## config.mk

```make
export PLATFORM = sky130hd
export DESIGN_NAME = three_level_feedback_scheduler_flat
export DESIGN_NICKNAME = d
export VERILOG_FILES = /design/src/rtl/tlfs_pkg.sv /design/src/rtl/tlfs_if.sv /design/src/rtl/tlfs_job_mem.sv /design/src/rtl/tlfs_fifo_mem.sv /design/src/rtl/three_level_feedback_scheduler.sv /design/src/flat_wrapper.sv
export SDC_FILE = /design/constraint.sdc
export NUM_CORES = 2
export LEC_CHECK = 0
export BUFFER_PORTS_ARGS = -buffer_cell sky130_fd_sc_hd__buf_4
export CELL_PAD_IN_SITES_DETAIL_PLACEMENT = 1
export CELL_PAD_IN_SITES_GLOBAL_PLACEMENT = 2
export CORE_MARGIN = 2
export CORE_UTILIZATION = 43
export DETAILED_ROUTE_END_ITERATION = 16
export GPL_TIMING_DRIVEN = 0
export PLACE_DENSITY = 0.78
export SETUP_SLACK_MARGIN = 0.5
export SYNTH_ARGS = -nofsm -noshare
export SYNTH_HDL_FRONTEND = slang
export SYNTH_HIERARCHICAL = 1
export SYNTH_SLANG_ARGS = --single-unit
```

## constraint.sdc

```tcl
create_clock -name clk -period 5.5 [get_ports clk]
set_clock_uncertainty 0.1 [all_clocks]
set_input_delay 1.1 -clock clk [delete_from_list [all_inputs] [get_ports clk]]
set_output_delay 1.1 -clock clk [all_outputs]
set_load 0.02 [all_outputs]
```

## src/rtl/tlfs_pkg.sv

```systemverilog
// Types and constants for the three-level feedback scheduler.
// No dependencies.
package tlfs_pkg;
  localparam int unsigned MAX_JOBS_DEF   = 16;
  localparam int unsigned NUM_LEVELS_DEF = 3;
  localparam int unsigned JOB_W  = 4;
  localparam int unsigned EL_W   = 16;
  localparam int unsigned TICK_W = 32;
  localparam logic [EL_W-1:0] MAX_RUN_RESET = 16'd20;

  typedef enum logic [2:0] {
    EV_NONE     = 3'd0,
    EV_QUEUED   = 3'd1,
    EV_STARTED  = 3'd2,
    EV_RESUMED  = 3'd3,
    EV_DROPPED  = 3'd4,
    EV_PREEMPT  = 3'd5,
    EV_FINISHED = 3'd6,
    EV_KILLED   = 3'd7
  } event_t;

  typedef enum logic [1:0] {
    ST_IDLE,
    ST_EXEC,
    ST_OUT
  } state_t;

  localparam logic OP_ARRIVAL = 1'b0;
  localparam logic OP_TICK    = 1'b1;
endpackage

```

## src/rtl/tlfs_if.sv

```systemverilog
// Valid/ready channel interfaces for the scheduler.
// Depends on tlfs_pkg.
interface tlfs_in_if;
  logic valid;
  logic ready;
  logic op;
  logic [tlfs_pkg::JOB_W-1:0] job_id;
  logic job_done;
  logic resume_ok;
  modport source (output valid, op, job_id, job_done, resume_ok, input ready);
  modport sink   (input valid, op, job_id, job_done, resume_ok, output ready);
endinterface

interface tlfs_out_if;
  logic valid;
  logic ready;
  logic [2:0] event_res;
  logic [tlfs_pkg::JOB_W-1:0] event_job;
  logic [tlfs_pkg::EL_W-1:0] elapsed_ticks;
  logic [tlfs_pkg::TICK_W-1:0] start_tick;
  logic [tlfs_pkg::TICK_W-1:0] now_tick;
  logic idle;
  modport source (output valid, event_res, event_job, elapsed_ticks, start_tick, now_tick,
                  idle, input ready);
  modport sink   (input valid, event_res, event_job, elapsed_ticks, start_tick, now_tick,
                  idle, output ready);
endinterface

```

## src/rtl/tlfs_job_mem.sv

```systemverilog
// Per-job table memory: elapsed, start tick, level, started flag.
// Depends on tlfs_pkg. One write port, one read port, registered read.
module tlfs_job_mem #(
  parameter int unsigned MAX_JOBS = tlfs_pkg::MAX_JOBS_DEF,
  parameter int unsigned LVL_W    = 2,
  localparam int unsigned AW = (MAX_JOBS > 1) ? $clog2(MAX_JOBS) : 1,
  localparam int unsigned DW = tlfs_pkg::EL_W + tlfs_pkg::TICK_W + LVL_W + 1
) (
  input  logic          clk,
  input  logic [AW-1:0] rd_addr,
  output logic [DW-1:0] rd_data,
  input  logic          wr_en,
  input  logic [AW-1:0] wr_addr,
  input  logic [DW-1:0] wr_data
);
  logic [DW-1:0] mem [MAX_JOBS];

  always_ff @(posedge clk) begin
    if (wr_en) begin
      mem[wr_addr] <= wr_data;
    end
    rd_data <= mem[rd_addr];
  end
endmodule

```

## src/rtl/tlfs_fifo_mem.sv

```systemverilog
// Storage for all level FIFOs, one row per level and slot.
// Depends on tlfs_pkg. One write port, one read port, registered read.
module tlfs_fifo_mem #(
  parameter int unsigned DEPTH = 48,
  localparam int unsigned AW = (DEPTH > 1) ? $clog2(DEPTH) : 1
) (
  input  logic                       clk,
  input  logic [AW-1:0]              rd_addr,
  output logic [tlfs_pkg::JOB_W-1:0] rd_data,
  input  logic                       wr_en,
  input  logic [AW-1:0]              wr_addr,
  input  logic [tlfs_pkg::JOB_W-1:0] wr_data
);
  logic [tlfs_pkg::JOB_W-1:0] mem [DEPTH];

  always_ff @(posedge clk) begin
    if (wr_en) begin
      mem[wr_addr] <= wr_data;
    end
    rd_data <= mem[rd_addr];
  end
endmodule

```

## src/rtl/three_level_feedback_scheduler.sv

```systemverilog
// Top level of the multilevel feedback scheduler.
// Depends on tlfs_pkg, tlfs_if, tlfs_job_mem, tlfs_fifo_mem.
//
// Usage:
//  in  channel: op (0 arrival of job_id, 1 tick with job_done/resume_ok).
//  out channel: one result per input transfer (event, job, elapsed, start,
//               current tick, idle).
//  cfg: cfg_we/cfg_wdata write max_run_ticks (reset 20).
// Timing: the FIFO head and the running job's table entry are read at the
//  accepting edge; the EXEC state modifies, writes back and loads the
//  result register, and the result is valid in the OUT state that follows.
//  A tick that takes a job off a queue stays in EXEC once more to read that
//  job's table entry. A new item is accepted only in IDLE, after the result
//  transfer, so the block takes no new item while one is still in flight.
// Reset (rst_n low, synchronous) empties all queues, clears the running
//  job and tick counter and sets the limit to 20; the per-job table is
//  undefined until an arrival writes the entry. No clearing pass is needed.
// When the receiver stalls, the result is held and no input is accepted.
module three_level_feedback_scheduler #(
  parameter int unsigned MAX_JOBS   = tlfs_pkg::MAX_JOBS_DEF,
  parameter int unsigned NUM_LEVELS = tlfs_pkg::NUM_LEVELS_DEF
) (
  input  logic                      clk,
  input  logic                      rst_n,
  tlfs_in_if.sink                   in_ch,
  tlfs_out_if.source                out_ch,
  input  logic                      cfg_we,
  input  logic [tlfs_pkg::EL_W-1:0] cfg_wdata
);
  localparam int unsigned JW    = tlfs_pkg::JOB_W;
  localparam int unsigned EW    = tlfs_pkg::EL_W;
  localparam int unsigned TW    = tlfs_pkg::TICK_W;
  localparam int unsigned SW    = (MAX_JOBS > 1) ? $clog2(MAX_JOBS) : 1;
  localparam int unsigned CW    = $clog2(MAX_JOBS + 1);
  localparam int unsigned LW    = (NUM_LEVELS > 1) ? $clog2(NUM_LEVELS) : 1;
  localparam int unsigned FD    = NUM_LEVELS * MAX_JOBS;
  localparam int unsigned FAW   = (FD > 1) ? $clog2(FD) : 1;
  localparam int unsigned DW    = EW + TW + LW + 1;
  localparam logic [LW-1:0] TOP = LW'(NUM_LEVELS - 1);

  tlfs_pkg::state_t state_r, state_nxt;
  logic [EW-1:0] max_r;
  logic [SW-1:0] head_r [NUM_LEVELS];
  logic [CW-1:0] cnt_r  [NUM_LEVELS];
  logic [JW-1:0] run_job_r;
  logic          run_r;
  logic [TW-1:0] tick_r;

  logic          op_r, done_r, rok_r;
  logic [JW-1:0] jid_r;
  logic [LW-1:0] hl_r;   // highest non-empty level at accept
  logic          any_r;

  logic [2:0]    o_ev_r;
  logic [JW-1:0] o_job_r;
  logic [EW-1:0] o_el_r;
  logic [TW-1:0] o_st_r;
  logic          o_idle_r;

  // highest non-empty level
  logic [LW-1:0] hl;
  logic          any_w;
  always_comb begin
    hl    = '0;
    any_w = 1'b0;
    for (int l = 0; l < NUM_LEVELS; l++) begin
      if (cnt_r[l] != '0) begin
        hl    = LW'(l);
        any_w = 1'b1;
      end
    end
  end

  function automatic logic [FAW-1:0] faddr(input logic [LW-1:0] lvl, input logic [SW-1:0] sl);
    faddr = FAW'(FAW'(lvl) * FAW'(MAX_JOBS) + FAW'(sl));
  endfunction

  // head + count stays below twice the depth
  function automatic logic [SW-1:0] wrap(input logic [CW:0] v);
    wrap = (v >= (CW+1)'(MAX_JOBS)) ? SW'(v - (CW+1)'(MAX_JOBS)) : SW'(v);
  endfunction

  logic accept;
  assign accept = in_ch.valid && in_ch.ready;
  assign in_ch.ready = (state_r == tlfs_pkg::ST_IDLE);

  // memory ports
  logic [SW-1:0] jrd_addr, jwr_addr, jrd_sel;
  logic [DW-1:0] jrd_data, jwr_data;
  logic          jwr_en;
  logic [FAW-1:0] frd_addr, fwr_addr;
  logic [JW-1:0] frd_data, fwr_data;
  logic          fwr_en;

  assign jrd_addr = SW'(run_job_r);
  assign frd_addr = faddr(hl, head_r[hl]);

  tlfs_job_mem #(.MAX_JOBS(MAX_JOBS), .LVL_W(LW)) u_job (
    .clk, .rd_addr(jrd_sel), .rd_data(jrd_data),
    .wr_en(jwr_en), .wr_addr(jwr_addr), .wr_data(jwr_data)
  );
  tlfs_fifo_mem #(.DEPTH(FD)) u_fifo (
    .clk, .rd_addr(frd_addr), .rd_data(frd_data),
    .wr_en(fwr_en), .wr_addr(fwr_addr), .wr_data(fwr_data)
  );

  // second read of job table for the popped head: job table read uses
  // running job; for the idle path the head id arrives in EXEC and the
  // table is read again in a second pass through EXEC.
  logic          hd_rd_r;      // second-pass read of popped head entry
  logic [JW-1:0] hd_job_r;
  logic [SW-1:0] jrd2;
  assign jrd2 = SW'(frd_data);

  // decode job entry
  logic [EW-1:0] e_el;
  logic [TW-1:0] e_st;
  logic [LW-1:0] e_lv;
  logic          e_sf;
  assign {e_el, e_st, e_lv, e_sf} = jrd_data;

  logic [SW-1:0] head_nxt [NUM_LEVELS];
  logic [CW-1:0] cnt_nxt  [NUM_LEVELS];
  logic [JW-1:0] run_job_nxt;
  logic          run_nxt;
  logic [TW-1:0] tick_nxt;
  logic [2:0]    ev;
  logic [JW-1:0] ej;
  logic [EW-1:0] el, el_inc;
  logic [TW-1:0] st;
  logic [LW-1:0] nl;
  logic          hd_rd_nxt;
  logic          any_after;

  always_comb begin
    state_nxt   = state_r;
    head_nxt    = head_r;
    cnt_nxt     = cnt_r;
    run_job_nxt = run_job_r;
    run_nxt     = run_r;
    tick_nxt    = tick_r;
    hd_rd_nxt   = 1'b0;
    jwr_en      = 1'b0;
    jwr_addr    = SW'(run_job_r);
    jwr_data    = jrd_data;
    fwr_en      = 1'b0;
    fwr_addr    = faddr(TOP, wrap((CW+1)'(head_r[TOP]) + (CW+1)'(cnt_r[TOP])));
    fwr_data    = jid_r;
    ev = tlfs_pkg::EV_NONE;
    ej = '0;
    el = '0;
    st = '0;
    el_inc = (e_el != '1) ? e_el + EW'(1) : e_el;
    nl = (e_lv > '0) ? e_lv - LW'(1) : '0;
    if (nl > TOP) nl = TOP;
    unique case (state_r)
      tlfs_pkg::ST_IDLE: begin
        if (accept) state_nxt = tlfs_pkg::ST_EXEC;
      end
      tlfs_pkg::ST_EXEC: begin
        state_nxt = tlfs_pkg::ST_OUT;
        if (op_r == tlfs_pkg::OP_ARRIVAL) begin
          if (cnt_r[TOP] < CW'(MAX_JOBS)) begin
            fwr_en = 1'b1;
            cnt_nxt[TOP] = cnt_r[TOP] + CW'(1);
            jwr_en   = 1'b1;
            jwr_addr = SW'(jid_r);
            jwr_data = {EW'(0), TW'(0), TOP, 1'b0};
            ev = tlfs_pkg::EV_QUEUED;
            ej = jid_r;
          end
        end else if (run_r) begin
          jwr_en = 1'b1;
          jwr_data = {el_inc, e_st, e_lv, e_sf};
          if (el_inc >= max_r) begin
            ev = tlfs_pkg::EV_KILLED;
          end else if (done_r) begin
            ev = tlfs_pkg::EV_FINISHED;
          end else if (any_r) begin
            ev = tlfs_pkg::EV_PREEMPT;
            jwr_data = {el_inc, e_st, nl, e_sf};
            if (cnt_r[nl] < CW'(MAX_JOBS)) begin
              fwr_en   = 1'b1;
              fwr_addr = faddr(nl, wrap((CW+1)'(head_r[nl]) + (CW+1)'(cnt_r[nl])));
              fwr_data = run_job_r;
              cnt_nxt[nl] = cnt_r[nl] + CW'(1);
            end
          end
          if (ev != tlfs_pkg::EV_NONE) begin
            run_nxt = 1'b0;
            ej = run_job_r;
            el = el_inc;
            st = e_sf ? e_st : '0;
          end
          tick_nxt = tick_r + TW'(1);
        end else if (any_r) begin
          // pop head; entry read needs a second pass through EXEC
          head_nxt[hl_r] = wrap((CW+1)'(head_r[hl_r]) + (CW+1)'(1));
          cnt_nxt[hl_r]  = cnt_r[hl_r] - CW'(1);
          run_job_nxt    = frd_data;
          hd_rd_nxt      = 1'b1;
          state_nxt      = tlfs_pkg::ST_EXEC;
          if (hd_rd_r) begin
            head_nxt    = head_r;
            cnt_nxt     = cnt_r;
            run_job_nxt = hd_job_r;
            hd_rd_nxt   = 1'b0;
            state_nxt   = tlfs_pkg::ST_OUT;
            ej = hd_job_r;
            el = e_el;
            jwr_addr = SW'(hd_job_r);
            if (e_sf) begin
              st = e_st;
              if (rok_r) begin
                ev = tlfs_pkg::EV_RESUMED;
                run_nxt = 1'b1;
              end else begin
                ev = tlfs_pkg::EV_DROPPED;
                run_job_nxt = run_job_r;
              end
            end else begin
              ev = tlfs_pkg::EV_STARTED;
              st = tick_r;
              run_nxt = 1'b1;
              jwr_en = 1'b1;
              jwr_data = {e_el, tick_r, e_lv, 1'b1};
            end
            tick_nxt = tick_r + TW'(1);
          end
        end else begin
          tick_nxt = tick_r + TW'(1);
        end
      end
      tlfs_pkg::ST_OUT: begin
        if (out_ch.ready) state_nxt = tlfs_pkg::ST_IDLE;
      end
      default: state_nxt = tlfs_pkg::ST_IDLE;
    endcase
    any_after = 1'b0;
    for (int l = 0; l < NUM_LEVELS; l++) begin
      if (cnt_nxt[l] != '0) any_after = 1'b1;
    end
  end

  // during the head pass the table must be read at the popped id
  assign jrd_sel = hd_rd_nxt ? jrd2 : jrd_addr;

  always_ff @(posedge clk) begin
    if (!rst_n) begin
      state_r   <= tlfs_pkg::ST_IDLE;
      max_r     <= tlfs_pkg::MAX_RUN_RESET;
      run_job_r <= '0;
      run_r     <= 1'b0;
      tick_r    <= '0;
      hd_rd_r   <= 1'b0;
      for (int l = 0; l < NUM_LEVELS; l++) begin
        head_r[l] <= '0;
        cnt_r[l]  <= '0;
      end
    end else begin
      state_r   <= state_nxt;
      run_r     <= run_nxt;
      tick_r    <= tick_nxt;
      hd_rd_r   <= hd_rd_nxt;
      head_r    <= head_nxt;
      cnt_r     <= cnt_nxt;
      run_job_r <= hd_rd_nxt ? run_job_r : run_job_nxt;
      if (cfg_we) max_r <= cfg_wdata;
    end
  end

  always_ff @(posedge clk) begin
    if (accept) begin
      op_r   <= in_ch.op;
      jid_r  <= in_ch.job_id;
      done_r <= in_ch.job_done;
      rok_r  <= in_ch.resume_ok;
      hl_r   <= hl;
      any_r  <= any_w;
    end
    if (hd_rd_nxt) hd_job_r <= frd_data;
    if (state_r == tlfs_pkg::ST_EXEC && state_nxt == tlfs_pkg::ST_OUT) begin
      o_ev_r   <= ev;
      o_job_r  <= ej;
      o_el_r   <= el;
      o_st_r   <= st;
      o_idle_r <= !run_nxt && !any_after;
    end
  end

  assign out_ch.valid         = (state_r == tlfs_pkg::ST_OUT);
  assign out_ch.event_res     = o_ev_r;
  assign out_ch.event_job     = o_job_r;
  assign out_ch.elapsed_ticks = o_el_r;
  assign out_ch.start_tick    = o_st_r;
  assign out_ch.now_tick      = tick_r;
  assign out_ch.idle          = o_idle_r;

  a_one_hot_state: assert property (@(posedge clk) disable iff (!rst_n)
    $onehot({state_r == tlfs_pkg::ST_IDLE, state_r == tlfs_pkg::ST_EXEC,
             state_r == tlfs_pkg::ST_OUT}))
    else $error("state code invalid");
  a_ready_only_idle: assert property (@(posedge clk) disable iff (!rst_n)
    in_ch.ready |-> !out_ch.valid)
    else $error("input taken while result pending");
  a_tick_step: assert property (@(posedge clk) disable iff (!rst_n)
    (state_r == tlfs_pkg::ST_IDLE) |=> $stable(tick_r) || !rst_n)
    else $error("tick moved while idle");
endmodule
```

## src/flat_wrapper.sv

```systemverilog
// flat-port wrapper written by rule: the top's interface ports become plain ports
module three_level_feedback_scheduler_flat 
#(
  parameter int unsigned MAX_JOBS   = tlfs_pkg::MAX_JOBS_DEF,
  parameter int unsigned NUM_LEVELS = tlfs_pkg::NUM_LEVELS_DEF
)
  (clk, rst_n, cfg_we, cfg_wdata, in_ch_valid, in_ch_op, in_ch_job_id, in_ch_job_done, in_ch_resume_ok, in_ch_ready, out_ch_valid, out_ch_event_res, out_ch_event_job, out_ch_elapsed_ticks, out_ch_start_tick, out_ch_now_tick, out_ch_idle, out_ch_ready);
  tlfs_in_if in_ch_i ();
  tlfs_out_if out_ch_i ();
  input  logic clk;
  input  logic rst_n;
  input  logic cfg_we;
  input  logic [tlfs_pkg::EL_W-1:0] cfg_wdata;
  input wire logic [$bits(in_ch_i.valid)-1:0] in_ch_valid;
  input wire logic [$bits(in_ch_i.op)-1:0] in_ch_op;
  input wire logic [$bits(in_ch_i.job_id)-1:0] in_ch_job_id;
  input wire logic [$bits(in_ch_i.job_done)-1:0] in_ch_job_done;
  input wire logic [$bits(in_ch_i.resume_ok)-1:0] in_ch_resume_ok;
  output wire logic [$bits(in_ch_i.ready)-1:0] in_ch_ready;
  output wire logic [$bits(out_ch_i.valid)-1:0] out_ch_valid;
  output wire logic [$bits(out_ch_i.event_res)-1:0] out_ch_event_res;
  output wire logic [$bits(out_ch_i.event_job)-1:0] out_ch_event_job;
  output wire logic [$bits(out_ch_i.elapsed_ticks)-1:0] out_ch_elapsed_ticks;
  output wire logic [$bits(out_ch_i.start_tick)-1:0] out_ch_start_tick;
  output wire logic [$bits(out_ch_i.now_tick)-1:0] out_ch_now_tick;
  output wire logic [$bits(out_ch_i.idle)-1:0] out_ch_idle;
  input wire logic [$bits(out_ch_i.ready)-1:0] out_ch_ready;
  assign in_ch_i.valid = in_ch_valid;
  assign in_ch_i.op = in_ch_op;
  assign in_ch_i.job_id = in_ch_job_id;
  assign in_ch_i.job_done = in_ch_job_done;
  assign in_ch_i.resume_ok = in_ch_resume_ok;
  assign in_ch_ready = in_ch_i.ready;
  assign out_ch_valid = out_ch_i.valid;
  assign out_ch_event_res = out_ch_i.event_res;
  assign out_ch_event_job = out_ch_i.event_job;
  assign out_ch_elapsed_ticks = out_ch_i.elapsed_ticks;
  assign out_ch_start_tick = out_ch_i.start_tick;
  assign out_ch_now_tick = out_ch_i.now_tick;
  assign out_ch_idle = out_ch_i.idle;
  assign out_ch_i.ready = out_ch_ready;
  three_level_feedback_scheduler #(.MAX_JOBS(MAX_JOBS), .NUM_LEVELS(NUM_LEVELS)) u_core (.clk(clk), .rst_n(rst_n), .in_ch(in_ch_i), .out_ch(out_ch_i), .cfg_we(cfg_we), .cfg_wdata(cfg_wdata));
endmodule
```

Word level (Yosys, flattened, before mapping)
Memories as Yosys holds them, arrays and structs flattened. A register that Yosys moved wholly into a read port is not among the register bits. Cells that the tools add are included. Widths: inputs -> output; s select.

Word-level logic and storage cells: 237. RAM bits: 1008. Output and inout port bits: 90. Input port bits: 28. Memories kept: 2. Bits in registers: 153.

Memories: u_core.u_job.mem (words 16, width 51, rd ports 1, clocked after memory_dff 1, wr ports 1, line tlfs_job_mem.sv:16) `logic [DW-1:0] mem [MAX_JOBS];`; u_core.u_fifo.mem (words 48, width 4, rd ports 1, clocked after memory_dff 1, wr ports 1, line tlfs_fifo_mem.sv:14) `logic [tlfs_pkg::JOB_W-1:0] mem [DEPTH];`.

Add/sub/neg operators: 15. Reduce and logical (&&, ||, !) cells: 20. Muxes and demuxes: 151. Bitwise logic cells: 6. Magnitude comparators: 13. Equal/unequal tests: 6.

Operators by type and width (number): $mux 32 (9); $mux 51 (4); $mux 4 (33); $mux 15 (8); $mux 35 (3); $mux 16 (5); $mux 3 (15); $mux 6 (7); $mux 5 (8); $mux 1 (37); $add 32x1->32 const B (1); $bwmux 15 (2); $reduce_bool 5->1 (6); $bmux 4 s2 (3); $bmux 5 s2 (2); $demux 5 s2 (2); $mux 2 (9); $add 16x1->16 const B (1); $ge 16x16->1 (1); $ne 16x16->1 const B (1); $add 4x5->6 (2); $add 6x4->6 (2); $bwmux 12 (1); $ge 6x5->1 const B (2); other kinds (29) (47).

Logic depth before layout (Yosys ltp)
Depth in word-level cells: 23. Gate-level depth with buffers: 22. Gate-level depth less buffers: 19.

Modules after synthesis
Netlist, hierarchy kept.

Modules (own cells, without submodules): tlfs_job_mem (times used 1, area an instance 31611.6 um^2, cells each 1320); three_level_feedback_scheduler (times used 1, area an instance 8983.6 um^2, cells each 1006); tlfs_fifo_mem (times used 1, area an instance 7897.6 um^2, cells each 437).

Worst setup path before layout
OpenSTA, ideal clock, no wires.

Kind: register to register. From: register u_core.run_r. To: memory u_core/u_job/mem[0][0] in the netlist's numbering (enable). Path buffers: 3. Arrival: 5.365 ns. Cell stages (with the launch flop): 10. Data required time: 4.878 ns. Clock period less this slack: 5.988 ns. Path slack: -0.488 ns. Cells stage by stage: dfxtp_1 > clkbuf_1 > buf_2 > clkbuf_1 > o21ai_0 > nand2_1 > a22oi_1 > nand2_1 > or3b_2 > nor3_1.

Elaborated cells on any way between the ends: 8. Classes of those cells: mux (8).

RTL lines: start: declaration (line three_level_feedback_scheduler.sv:46) `logic run_r;`; start signal: assignment (line three_level_feedback_scheduler.sv:262) `run_r <= run_nxt;`; $mux 4 (line three_level_feedback_scheduler.sv:172) `end else if (run_r) begin`; $mux 4 (line three_level_feedback_scheduler.sv:162) `if (op_r == tlfs_pkg::OP_ARRIVAL) begin`; $mux 4 (line three_level_feedback_scheduler.sv:156) `unique case (state_r)`; named net u_core.jwr_addr[2] (line three_level_feedback_scheduler.sv:88) `logic [SW-1:0] jrd_addr, jwr_addr, jrd_sel;`; end: declaration (line tlfs_job_mem.sv:16).

The timed path passes the listed nets, and every way through them passes these cells.

Worst setup path after layout
From: register u_core.u_job.rd_data[38] (read register of u_core.u_job.mem). To: memory u_core/u_fifo/mem[9][3] in the netlist's numbering (enable).

Elaborated cells on any way between the ends: 14. Classes of those cells: add/sub (1); order compare (1); eq/ne (1); mux (11).

RTL lines: start: declaration (line tlfs_job_mem.sv:11) `output logic [DW-1:0] rd_data,`; $add 16x1->16 / $ne 16x16->1 (equally long branches) (line three_level_feedback_scheduler.sv:153) `el_inc = (e_el != '1) ? e_el + EW'(1) : e_el;`; $mux 16 (*) (line three_level_feedback_scheduler.sv:153); $ge 16x16->1 (*) (line three_level_feedback_scheduler.sv:175) `if (el_inc >= max_r) begin`; $mux 6 (*) (line three_level_feedback_scheduler.sv:175); $mux 6 (*) (line three_level_feedback_scheduler.sv:172); $mux 6 (*) (line three_level_feedback_scheduler.sv:162); $mux 6 (*) (line three_level_feedback_scheduler.sv:156); named net u_core.fwr_addr[3] (line three_level_feedback_scheduler.sv:91) `logic [FAW-1:0] frd_addr, fwr_addr;`; end: declaration (line tlfs_fifo_mem.sv:14).

Mark *: on every way through the listed nets, which the timed path passes. The rest lies on a longest branch.

==> impl_metrics.env <==
export IMPL_dieHeight_um=339.8
export IMPL_synthToLayoutAreaGrowth_pct=19.99
export IMPL_drtIter0Drc=2900
export IMPL_drt_pass1_iterations=5
export IMPL_cp_slowest_cell="or3b_4"
export IMPL_finish_utilization_pct=51.86
export IMPL_ys_seq_elements=1216
export IMPL_h_tree_depth=3
export IMPL_final_cells=4714
export IMPL_min_from="u_core/u_fifo/rd_data[1]$_DFF_P_"
export IMPL_max_stage_delay_ns=0.43
export IMPL_cts_root_buffer="clkbuf_16"
export IMPL_dp_cells=4435
export IMPL_critical_path_arrival_ns=5.18
export IMPL_endpoint_kind="flop"
export IMPL_start_kind="flop"
export IMPL_nets=3168
export IMPL_synth_edf_count=1078
export IMPL_fmax_ghz=0.2054
export IMPL_synth_area_per_cell_sq_um=17.55
export IMPL_synthFlopType="edfxtp_1"
export IMPL_grt_pass1_vias=29651
export IMPL_power_density_nw_per_um2=364.3
export IMPL_cts_made_buffers=121
export IMPL_r2r_start="u_core/u_job/rd_data[38]$_DFF_P_"
export IMPL_multi_input_area_sq_um=13400
export IMPL_path_cells="buf_8 -> and4_4 -> and3_4 -> nand3_4 -> nor4_4 -> buf_4 -> buf_6 -> mux2i_4 -> inv_2 -> ha_4 -> nor2b_4 -> o211a_1 -> o311ai_4 -> nand4b_1 -> buf_6 -> nor3_4 -> buf_8 -> nor2_2 -> a21oi_2 -> or3b_4 -> clkbuf_16 -> nor2_4"
export IMPL_worst_pin_slew_ns=1.239
export IMPL_drc=0
export IMPL_path_buf_inv=7
export IMPL_synth_cells=2763
export IMPL_antenna_found_initial=3
export IMPL_ff_latch_area_sq_um=35150
export IMPL_ios=118
export IMPL_synth_nets=2822
export IMPL_clk_pin_slew_ns=0.06
export IMPL_wl_per_cell_um=29.13
export IMPL_ys_types=67
export IMPL_io_buffers=116
export IMPL_diodes=0
export IMPL_rsz0062_at_grt="yes"
export IMPL_num_vias=27787
export IMPL_postCtsHoldBufs=0
export IMPL_syn_area_sq_um=48490
export IMPL_core_area_sq_um=112200
export IMPL_finalHoldViolCount=0
export IMPL_min_period_ns=4.868
export IMPL_min_path_type="reg -> reg"
export IMPL_cts_path_max_buffers=3
export IMPL_placementRows=123
export IMPL_worst_endpoint_required_ns=5.81
export IMPL_ir_worst_vdd_mv=0.2500
export IMPL_yosysWarningCount=6
export IMPL_fin_crit_sh_pct=88.51
export IMPL_worstSetupStartpoint="u_core/u_job/rd_data[38]$_DFF_P_"
export IMPL_ant_nets=0
export IMPL_seq_area_frac_synth_pct=72.45
export IMPL_p_leak_nw=18.95
export IMPL_tritoncts="done"
export IMPL_clkLatencyLatePin_ns=0.74
export IMPL_start_util_pct=43.22
export IMPL_grt_pass1_wl_um=203000
export IMPL_relSlewSlack_pct=17.42
export IMPL_synthArstFlopShare_pct=0
export IMPL_critPathMaxFanout=8
export IMPL_drt_wl_total_um=137300
export IMPL_grt_overflow=0
export IMPL_drv_slew=0
export IMPL_setup_viol=0
export IMPL_layout_drive_gt1_share_pct=26.70
export IMPL_max_cap_violations=0
export IMPL_fillers=10262
export IMPL_grt_max_degree=49
export IMPL_routabilityCongestion=0.8610
export IMPL_critPathTopFamily="simple AND/OR/NAND/NOR gates"
export IMPL_grt_use_total_pct=23.77
export IMPL_die_w_um=339.8
export IMPL_vias_per_cell=5.895
export IMPL_dpl_hpwl_um=92350
export IMPL_status="finished, final reports clean"
export IMPL_crit_type="reg -> reg"
export IMPL_die_area_sq_um=115500
export IMPL_cts_sinks=1216
[worst paths after layout]
path | cells past startpoint | endpoint | slack, ns
hold / removal | 0 | u_core/hd_job_r[1]$_DFFE_PP_ | 0.38
setup reg to reg | 22 | u_core/u_fifo/mem[9][3]$_DFFE_PP_ | 0.63
hold reg to reg | 0 | u_core/hd_job_r[1]$_DFFE_PP_ | 0.38
setup / recovery | 22 | u_core/u_fifo/mem[9][3]$_DFFE_PP_ | 0.63
[cell type report]
type | count | area share, %
buffer | 153 | 1.565
clock buffer | 159 | 5.673
inverter | 39 | 0.2516
clock inverter | 69 | 1.490
tap | 1500 | 3.225
multi-input combinational | 1355 | 23.03
sequential | 1216 | 60.41
timing repair buffer | 223 | 4.363
[flip-flops by register name, summed over array words and instances, names as in the netlist, 2 cells and up]
signal / cells
u_core/u_job/mem: 816
u_core/u_fifo/mem: 192
u_core/u_job/rd_data: 51
u_core/out_ch.now_tick: 32
u_core/out_ch.start_tick: 32
u_core/max_r: 16
u_core/out_ch.elapsed_ticks: 16
u_core/cnt_r: 15
u_core/head_r: 12
u_core/hd_job_r: 4
u_core/jid_r: 4
u_core/jrd_addr: 4
u_core/out_ch.event_job: 4
u_core/u_fifo/rd_data: 4
u_core/out_ch.event_res: 3
u_core/hl_r: 2
u_core/state_r: 2
[synth_stat cells (all sizes together) (5+ instances only)]
cell / count / area share (%)
mux2: 10 / 0.23
nor3b: 5 / 0.077
a211oi: 8 / 0.12
a31oi: 8 / 0.10
nor3: 23 / 0.24
o21ai: 57 / 0.59
mux4: 224 / 10
nand2: 156 / 1.2
mux2i: 110 / 2.3
dfxtp: 138 / 5.7
nand3b: 6 / 0.093
xnor2: 19 / 0.34
a21oi: 68 / 0.70
nand4: 13 / 0.17
nand2b: 14 / 0.18
and3: 12 / 0.15
nor2: 192 / 1.5
clkbuf: 93 / 0.72
edfxtp: 1078 / 67
or3: 6 / 0.077
nor4: 6 / 0.10
inv: 39 / 0.30
and2: 21 / 0.27
o211ai: 6 / 0.093
a221oi: 10 / 0.18
nand3: 35 / 0.36
buf: 60 / 0.92
a22o: 74 / 1.3
xor2: 36 / 0.65
nand4b: 5 / 0.090
o22ai: 10 / 0.13
a22oi: 126 / 2.0
o31ai: 7 / 0.11
ha: 29 / 0.75
nor2b: 18 / 0.23
[logic make-up after synthesis]
logic type                 count (synthesis)  synth area share (%)
DFF                                     1216                 72.45
AOI/OAI and AO/OA                        398                 5.829
adders and majority gates                 31                0.8308
muxes                                    344                 12.95
and+or+nand+nor                          527                 4.998
xor gates and xnor gates                  55                0.9934
buffers and inverters                    192                 1.945
[what timing repair did]
action                                  CTS  global route
resized for setup                       180            54
setup buffers                            33            13
endpoints found under the setup margin  517           474
pin swaps                                27            23
gates cloned                              0             0
[cells in the final DEF (no fill, tap or decap), drive strengths merged, types with 14 or more instances in the layout]
cell,count
ha,29
nand2,156
a22o,74
dfxtp,138
xnor2,19
clkbuf,250
nor3,23
nand3,35
nor2,192
clkinv,46
inv,43
buf,285
xor2,36
nor2b,18
bufinv,15
and2,21
edfxtp,1078
mux4,224
a22oi,126
mux2i,110
nand2b,14
a21oi,68
o21ai,57
[layer usage]
layer / GRT usage, % / wire length, um / vias to the layer above
met5: 0 / 0 / -
met3: 3.642 / 8845 / 222
met2: 40.56 / 69400 / 1098
met1: 31.84 / 55550 / 14722
li1: - / - / 11745
met4: 6.434 / 3522 / 0
[through the flow]
stage	worst slack [ns]	cell area (sq um)	total power, mW	setup TNS [ns]	hold WS [ns]
after floorplan	0.4623	48540	11.94	0	0.3239
after global placement	-2.872	51280	12.55	-2511.45	0.3551
after detailed placement	-1.491	52650	12.67	-333.00	0.3497
after CTS	0.4639	57830	21.28	0	0.3745
after global routing	0.4683	58190	21.85	0	0.3771
final	0.6319	58190	21.20	0	0.3755
[power breakdown]
group | internal [mW] | total, mW | switching [mW]
clock | 4.95 | 8.56 | 3.60
sequential | 10.4 | 10.6 | 0.118
combinational | 0.765 | 2.08 | 1.32
total | 16.2 | 21.2 | 5.04
(Power assumes the default switching activity.)
